--- config.mk ---
export PLATFORM = sky130hd
export DESIGN_NAME = sorted_priority_queue
export DESIGN_NICKNAME = d
export VERILOG_FILES = /design/src/rtl/spq_pkg.sv /design/src/rtl/spq_cell.sv /design/src/rtl/sorted_priority_queue.sv
export SDC_FILE = /design/constraint.sdc
export NUM_CORES = 2
export LEC_CHECK = 0
export ABC_CLOCK_PERIOD_IN_PS = 8300
export BUFFER_PORTS_ARGS = -buffer_cell sky130_fd_sc_hd__buf_2
export CAP_MARGIN = 15
export CORE_MARGIN = 1.5
export CORE_UTILIZATION = 38
export DETAILED_ROUTE_END_ITERATION = 8
export GPL_ROUTABILITY_DRIVEN = 0
export PLACE_DENSITY = 0.54
export SLEW_MARGIN = 25
export SYNTH_ARGS = -nofsm -noshare
export SYNTH_HDL_FRONTEND = slang
export SYNTH_SLANG_ARGS = --single-unit
--- constraint.sdc ---
create_clock -name aclk -period 8.3 [get_ports aclk]
set_clock_uncertainty 0.2 [all_clocks]
set_input_delay 0.83 -clock aclk [delete_from_list [all_inputs] [get_ports aclk]]
set_output_delay 0.83 -clock aclk [all_outputs]
set_load 0.005 [all_outputs]
--- src/rtl/spq_pkg.sv ---
// shared types and constants for the sorted priority queue
package spq_pkg;

    localparam int DEPTH = 16;
    localparam int DATA_W = 32;
    localparam int PRIO_W = 16;
    localparam int CNT_W = $clog2(DEPTH + 1);
    localparam int COUNT_OUT_W = 5;

    localparam int S_TDATA_W = ((DATA_W + PRIO_W + 7) / 8) * 8;
    localparam int M_FIELDS_W = 2 * DATA_W + PRIO_W + COUNT_OUT_W + 1;
    localparam int M_TDATA_W = ((M_FIELDS_W + 7) / 8) * 8;

    typedef enum logic {
        FUNC_INSERT = 1'b0,
        FUNC_POP    = 1'b1
    } func_t;

    typedef enum logic [1:0] {
        ST_OK        = 2'd0,
        ST_POP_EMPTY = 2'd1,
        ST_INS_FULL  = 2'd2
    } status_t;

    typedef struct packed {
        logic                     valid;
        logic [DATA_W-1:0]        data;
        logic signed [PRIO_W-1:0] prio;
    } entry_t;

    typedef struct packed {
        logic                     ins;
        logic                     pop;
        logic [DATA_W-1:0]        data;
        logic signed [PRIO_W-1:0] prio;
    } cmd_t;

endpackage

--- src/rtl/spq_cell.sv ---
// one storage cell of the sorted queue row
module spq_cell (
    input  logic           aclk,
    input  logic           aresetn,
    input  spq_pkg::cmd_t  cmd,
    input  logic           head_cell,
    input  logic           flag_in,
    input  spq_pkg::entry_t left_entry,
    input  spq_pkg::entry_t right_entry,
    output spq_pkg::entry_t entry,
    output spq_pkg::entry_t entry_next,
    output logic           flag_out
);

    logic                             valid_reg, valid_next;
    logic [spq_pkg::DATA_W-1:0]       data_reg, data_next;
    logic signed [spq_pkg::PRIO_W-1:0] prio_reg, prio_next;

    // new item belongs at or ahead of this cell
    always_comb begin
        if (!valid_reg) begin
            flag_out = 1'b1;
        end else if (head_cell) begin
            flag_out = $signed(prio_reg) < $signed(cmd.prio);
        end else begin
            flag_out = $signed(prio_reg) <= $signed(cmd.prio);
        end
    end

    always_comb begin
        valid_next = valid_reg;
        data_next  = data_reg;
        prio_next  = prio_reg;
        if (cmd.ins) begin
            if (flag_in) begin
                valid_next = left_entry.valid;
                data_next  = left_entry.data;
                prio_next  = left_entry.prio;
            end else if (flag_out) begin
                valid_next = 1'b1;
                data_next  = cmd.data;
                prio_next  = cmd.prio;
            end
        end else if (cmd.pop) begin
            valid_next = right_entry.valid;
            data_next  = right_entry.data;
            prio_next  = right_entry.prio;
        end
    end

    always_ff @(posedge aclk) begin
        if (!aresetn) begin
            valid_reg <= 1'b0;
        end else begin
            valid_reg <= valid_next;
        end
    end

    always_ff @(posedge aclk) begin
        data_reg <= data_next;
        prio_reg <= prio_next;
    end

    assign entry      = '{valid: valid_reg, data: data_reg, prio: prio_reg};
    assign entry_next = '{valid: valid_next, data: data_next, prio: prio_next};

endmodule

--- src/rtl/sorted_priority_queue.sv ---
// sorted priority queue top level: cell row, entry counter and result register
//
// A bounded queue of 16 entries kept in descending priority order in a row
// of cells, one entry per cell; every cell compares its priority with the
// incoming one in parallel and shifts toward its neighbor, so an insert or a
// pop updates the whole row at once. One item is accepted per cycle and its
// result appears in the output register on the next cycle; the input stalls
// only while that register holds a result not yet taken. The rate is set by
// the joint update of all cells of the row. On an equal priority a new item
// goes ahead of equal entries behind the front but never ahead of the front.
// A pop on an empty queue or an insert into a full queue reports an error
// status and leaves the queue unchanged.
module sorted_priority_queue (
    input  logic                            aclk,
    input  logic                            aresetn,
    input  logic                            s_tvalid,
    output logic                            s_tready,
    // item_data, item_priority
    input  logic [spq_pkg::S_TDATA_W-1:0]   s_tdata,
    // func
    input  logic                            s_tuser,
    output logic                            m_tvalid,
    input  logic                            m_tready,
    // popped_data, head_data, head_priority, count, is_empty
    output logic [spq_pkg::M_TDATA_W-1:0]   m_tdata,
    // status
    output logic [1:0]                      m_tuser
);

    localparam int DEPTH = spq_pkg::DEPTH;

    spq_pkg::entry_t                entries [DEPTH];
    spq_pkg::entry_t                nexts   [DEPTH];
    logic [DEPTH-1:0]               flags;
    spq_pkg::cmd_t                  cmd;

    logic                           accept;
    logic                           full;
    logic                           empty;
    logic [spq_pkg::CNT_W-1:0]      cnt_reg, cnt_next;
    spq_pkg::status_t               status;
    logic [spq_pkg::DATA_W-1:0]     popped;
    logic [spq_pkg::DATA_W-1:0]     head_data;
    logic signed [spq_pkg::PRIO_W-1:0] head_prio;

    logic                           m_tvalid_reg, m_tvalid_next;
    logic [spq_pkg::M_TDATA_W-1:0]  m_tdata_reg, m_tdata_next;
    logic [1:0]                     m_tuser_reg, m_tuser_next;

    assign s_tready = !m_tvalid_reg || m_tready;
    assign accept   = s_tvalid && s_tready;
    assign full     = cnt_reg == spq_pkg::CNT_W'(DEPTH);
    assign empty    = cnt_reg == '0;

    always_comb begin
        cmd.ins  = accept && (s_tuser == spq_pkg::FUNC_INSERT) && !full;
        cmd.pop  = accept && (s_tuser == spq_pkg::FUNC_POP) && !empty;
        cmd.data = s_tdata[spq_pkg::DATA_W-1:0];
        cmd.prio = s_tdata[spq_pkg::DATA_W +: spq_pkg::PRIO_W];
    end

    for (genvar i = 0; i < DEPTH; i++) begin : g_cell
        spq_pkg::entry_t left_entry;
        spq_pkg::entry_t right_entry;
        logic            flag_in;

        if (i == 0) begin : g_first
            assign left_entry = '0;
            assign flag_in    = 1'b0;
        end else begin : g_mid
            assign left_entry = entries[i-1];
            assign flag_in    = flags[i-1];
        end

        if (i == DEPTH - 1) begin : g_last
            assign right_entry = '0;
        end else begin : g_inner
            assign right_entry = entries[i+1];
        end

        spq_cell u_cell (
            .aclk        (aclk),
            .aresetn     (aresetn),
            .cmd         (cmd),
            .head_cell   (i == 0),
            .flag_in     (flag_in),
            .left_entry  (left_entry),
            .right_entry (right_entry),
            .entry       (entries[i]),
            .entry_next  (nexts[i]),
            .flag_out    (flags[i])
        );
    end

    always_comb begin
        cnt_next = cnt_reg;
        if (cmd.ins) begin
            cnt_next = cnt_reg + spq_pkg::CNT_W'(1);
        end else if (cmd.pop) begin
            cnt_next = cnt_reg - spq_pkg::CNT_W'(1);
        end
    end

    always_comb begin
        status = spq_pkg::ST_OK;
        if (s_tuser == spq_pkg::FUNC_INSERT && full) begin
            status = spq_pkg::ST_INS_FULL;
        end else if (s_tuser == spq_pkg::FUNC_POP && empty) begin
            status = spq_pkg::ST_POP_EMPTY;
        end
    end

    assign popped    = cmd.pop ? entries[0].data : '0;
    assign head_data = (cnt_next != '0) ? nexts[0].data : '0;
    assign head_prio = (cnt_next != '0) ? nexts[0].prio : '0;

    always_comb begin
        m_tvalid_next = m_tvalid_reg;
        m_tdata_next  = m_tdata_reg;
        m_tuser_next  = m_tuser_reg;
        if (accept) begin
            m_tvalid_next = 1'b1;
            m_tdata_next  = spq_pkg::M_TDATA_W'({
                (cnt_next == '0),
                spq_pkg::COUNT_OUT_W'(cnt_next),
                head_prio,
                head_data,
                popped
            });
            m_tuser_next  = status;
        end else if (m_tready) begin
            m_tvalid_next = 1'b0;
        end
    end

    always_ff @(posedge aclk) begin
        if (!aresetn) begin
            cnt_reg      <= '0;
            m_tvalid_reg <= 1'b0;
        end else begin
            cnt_reg      <= cnt_next;
            m_tvalid_reg <= m_tvalid_next;
        end
    end

    always_ff @(posedge aclk) begin
        m_tdata_reg <= m_tdata_next;
        m_tuser_reg <= m_tuser_next;
    end

    assign m_tvalid = m_tvalid_reg;
    assign m_tdata  = m_tdata_reg;
    assign m_tuser  = m_tuser_reg;

endmodule

==> results by group <==
Outcome
  – Status: complete, no violations

Power
  – Total power: 13.9 mW
  – PD cells: 256 nW/um2
  – Leakage: 19.9 nW
  – Peak supply drop: 0.168 mV

Setup path
  – R2R Setup Slk: 3270 ps
  – Most frequent CP cell: buf_4
  – CP Launch Type: input pin
  – Worst path arrival time: 5560 ps
  – Worst reg-to-reg path cell count: 11
  – CP Capture Type: register
  – CP max-delay cell: nor4_1
  – Crit Path Max Fanout: 30
  – FF-to-FF Start: cnt_reg[0]
  – Worst Path Required: 8440 ps
  – Largest stage delay, worst path: 660 ps
  – CP Class: input pin to register
  – Crit path cell chain: buf_2, inv_1, ha_1, nand4_1, or3_1, a21oi_1, nor4_1, mux2_4, buf_4, a31oi_4, buf_4
  – Reg-to-reg endpoint: g_cell[10].u_cell.data_reg[27]

Min path
  – Hold path cells: 3
  – Min-Delay Endpoint: m_tvalid
  – Hold WC Path Type: input pin to register
  – Hold wc startpoint: s_tvalid

Cells and area
  – Final Cell Area: 54,300 um2
  – Finished Core Util: 0.430
  – Post-layout net count: 4,829
  – Commonest non-fill, non-tap cells in the layout: edfxtp_1, nand2_1, mux2i_1
  – Share of cells above drive strength 1: 0.0985
  – Max reg flops: 512
  – Commonest non-fill, non-tap cell in the layout: edfxtp_1
  – Synthesis-to-layout area growth: 11.8%

Synthesis
  – Post-synth ARST share: 0
  – Synth area leaders: edfxtp_1, mux2i_1, ha_1
  – Syn Inst Count: 4,570
  – Ys Warns: 0
  – Post-synth EDFFs: 808
  – Synth area leader: edfxtp_1
  – Yosys cell types: 69
  – Post-synthesis sequential area ratio: 0.528
  – Yosys top cell area share: 0.500
  – Seq cells post-synth: 878
  – Synth Area per Inst: 10.6 um2
  – Synth Flop Type: edfxtp_1
  – Mapped cell area: 48,600 um2

STA
  – Tcrit/Tclk final: 0.653
  – Fin crit period: 5420 ps
  – Fin. Hold Viols: 0
  – Final setup vio count: 0
  – Total negative slack: 0 ps
  – Slew margin rel.: 0.231
  – Worst slew pin tran: 1150 ps
  – Final Max Tran Viols: 0
  – RSZ-0062 raised after global routing: no
  – Max Clk Rate: 184 MHz

Routing
  – Post-route ant nets: 0
  – Post-DR wirelength/cell: 27.4 um
  – Vias: 38,000
  – Residual DRC: 0
  – Via/cell ratio: 6.08
  – Drt first pass iters: 7
  – Final WL: 171 mm
  – DR iter-0 viols: 4,210

Clock tree
  – Register clock-pin slew on the reported worst setup and hold paths: 60 ps
  – CTS tree: built
  – CTS Sinks: 878
  – # hold bufs at CTS: 0
  – Worst skew pair latency: 760 ps
  – Clock buffer depth: 3
  – Num CTS Buffers: 102
  – Post-CTS setup buffer count: 0
  – PostCTS Resize Cnt: 0
  – Clk root buf: clkbuf_16
  – Number of H-tree levels: 3

Floorplan
  – Total I/O pin count: 145
  – Die footprint: 130,000 um2
  – Num rows: 130
  – Starting Density: 0.385
  – Die height: 361 um
  – Die W: 361 um
  – Core Region: 126,000 um2

Global routing
  – First-pass GRT wire length: 252 mm
  – Initial antenna violation count: 6
  – Gr ovfl total: 0
  – Total GRT Usage: 0.259
  – Largest net degree at the start of global routing: 247
  – Vias in the first global route: 36,700

Place
  – Port Buffer Count: 142
  – Hpwl dp: 109 mm
  – Area post-placement: 51,000 um2

Flow run
  – Max-cap violations: 0
==> synth_stat cells (all sizes together), types with 5 or more instances <==
cell type	n
a211o	6
a211oi	16
a21boi	6
a21o	31
a21oi	177
a221oi	50
a22oi	49
a31oi	80
and2	8
and3	43
and4	5
buf	115
clkbuf	277
dfxtp	70
edfxtp	808
ha	257
inv	102
mux2i	399
nand2	618
nand2b	10
nand3	310
nand4	48
nor2	241
nor2b	20
nor3	8
nor4	10
o2111ai	34
o211a	6
o211ai	252
o21a	13
o21ai	412
o21bai	5
o221ai	19
o31a	18
or3	5
==> how the worst max path moves through the flow <==
stage                startpoint                              to  slack [ps]  cells after the start
global placement    s_tdata[46]   g_cell[9].u_cell.data_reg[19]        2320                     12
floorplan           s_tdata[47]    g_cell[8].u_cell.data_reg[0]        1840                     11
global route        s_tdata[46]  g_cell[10].u_cell.data_reg[29]        2810                     12
CTS                 s_tdata[46]   g_cell[9].u_cell.data_reg[18]        2960                     12
finish              s_tdata[45]    g_cell[7].u_cell.data_reg[3]        2880                     11
detailed placement  s_tdata[47]   g_cell[9].u_cell.data_reg[18]        2230                     12
==> area by class of cell <==
type                            instances  area [um2]
Antenna cell                            2        5.00
Clock buffer                          139        2860
Clock inverter                         53         383
Fill cell                           12100       71900
Inverter                              102         388
Multi-Input combinational cell       3199       21300
Sequential cell                       878       25700
Tap cell                             1650        2060
Timing Repair Buffer                  236        1620
==> metal layers <==
layer  global-route usage  wire length [um]  share of wire
met1                0.363             74700           0.44
met2                0.401             76400           0.45
met3               0.0429             13500          0.079
met4               0.0963              6770          0.039
met5                    0                11       0.000064
==> report_power, final <==
part           internal [mW]  leakage, nW  switching (mW)
registers               5.76         8.31           0.499
logic                   1.02         9.98            2.12
clock network           2.53         1.62            1.95
==> metrics by stage <==
stage	hold slack, ps	setup WS [ps]	instances
floorplan	252	1840	4571
global placement	298	2320	6061
detailed placement	297	2230	6063
CTS	186	2960	6255
global route	238	2810	6258
finish	229	2880	6259
==> critical path, delay by kind of cell <==
| family | cells | cell delay, ps |
|---|---|---|
| compound gates | 2 | 710 |
| fa+ha+maj | 1 | 370 |
| buf+inv | 4 | 1820 |
| mux | 1 | 590 |
| simple gates | 3 | 1150 |
==> cells by family after synthesis <==
| kind of cell | count (synthesis) | synth area share |
|---|---|---|
| other | 1 | 0.0000772 |
| AND/OR/NAND/NOR | 1342 | 0.122 |
| XOR/XNOR | 3 | 0.000541 |
| multiplexers | 400 | 0.0825 |
| buffers and inverters | 494 | 0.0419 |
| adder cells (fa/ha/maj) | 257 | 0.0662 |
| flip-flops | 878 | 0.528 |
| AO/OA/AOI/OAI | 1195 | 0.159 |
(Power assumes the default switching activity.)
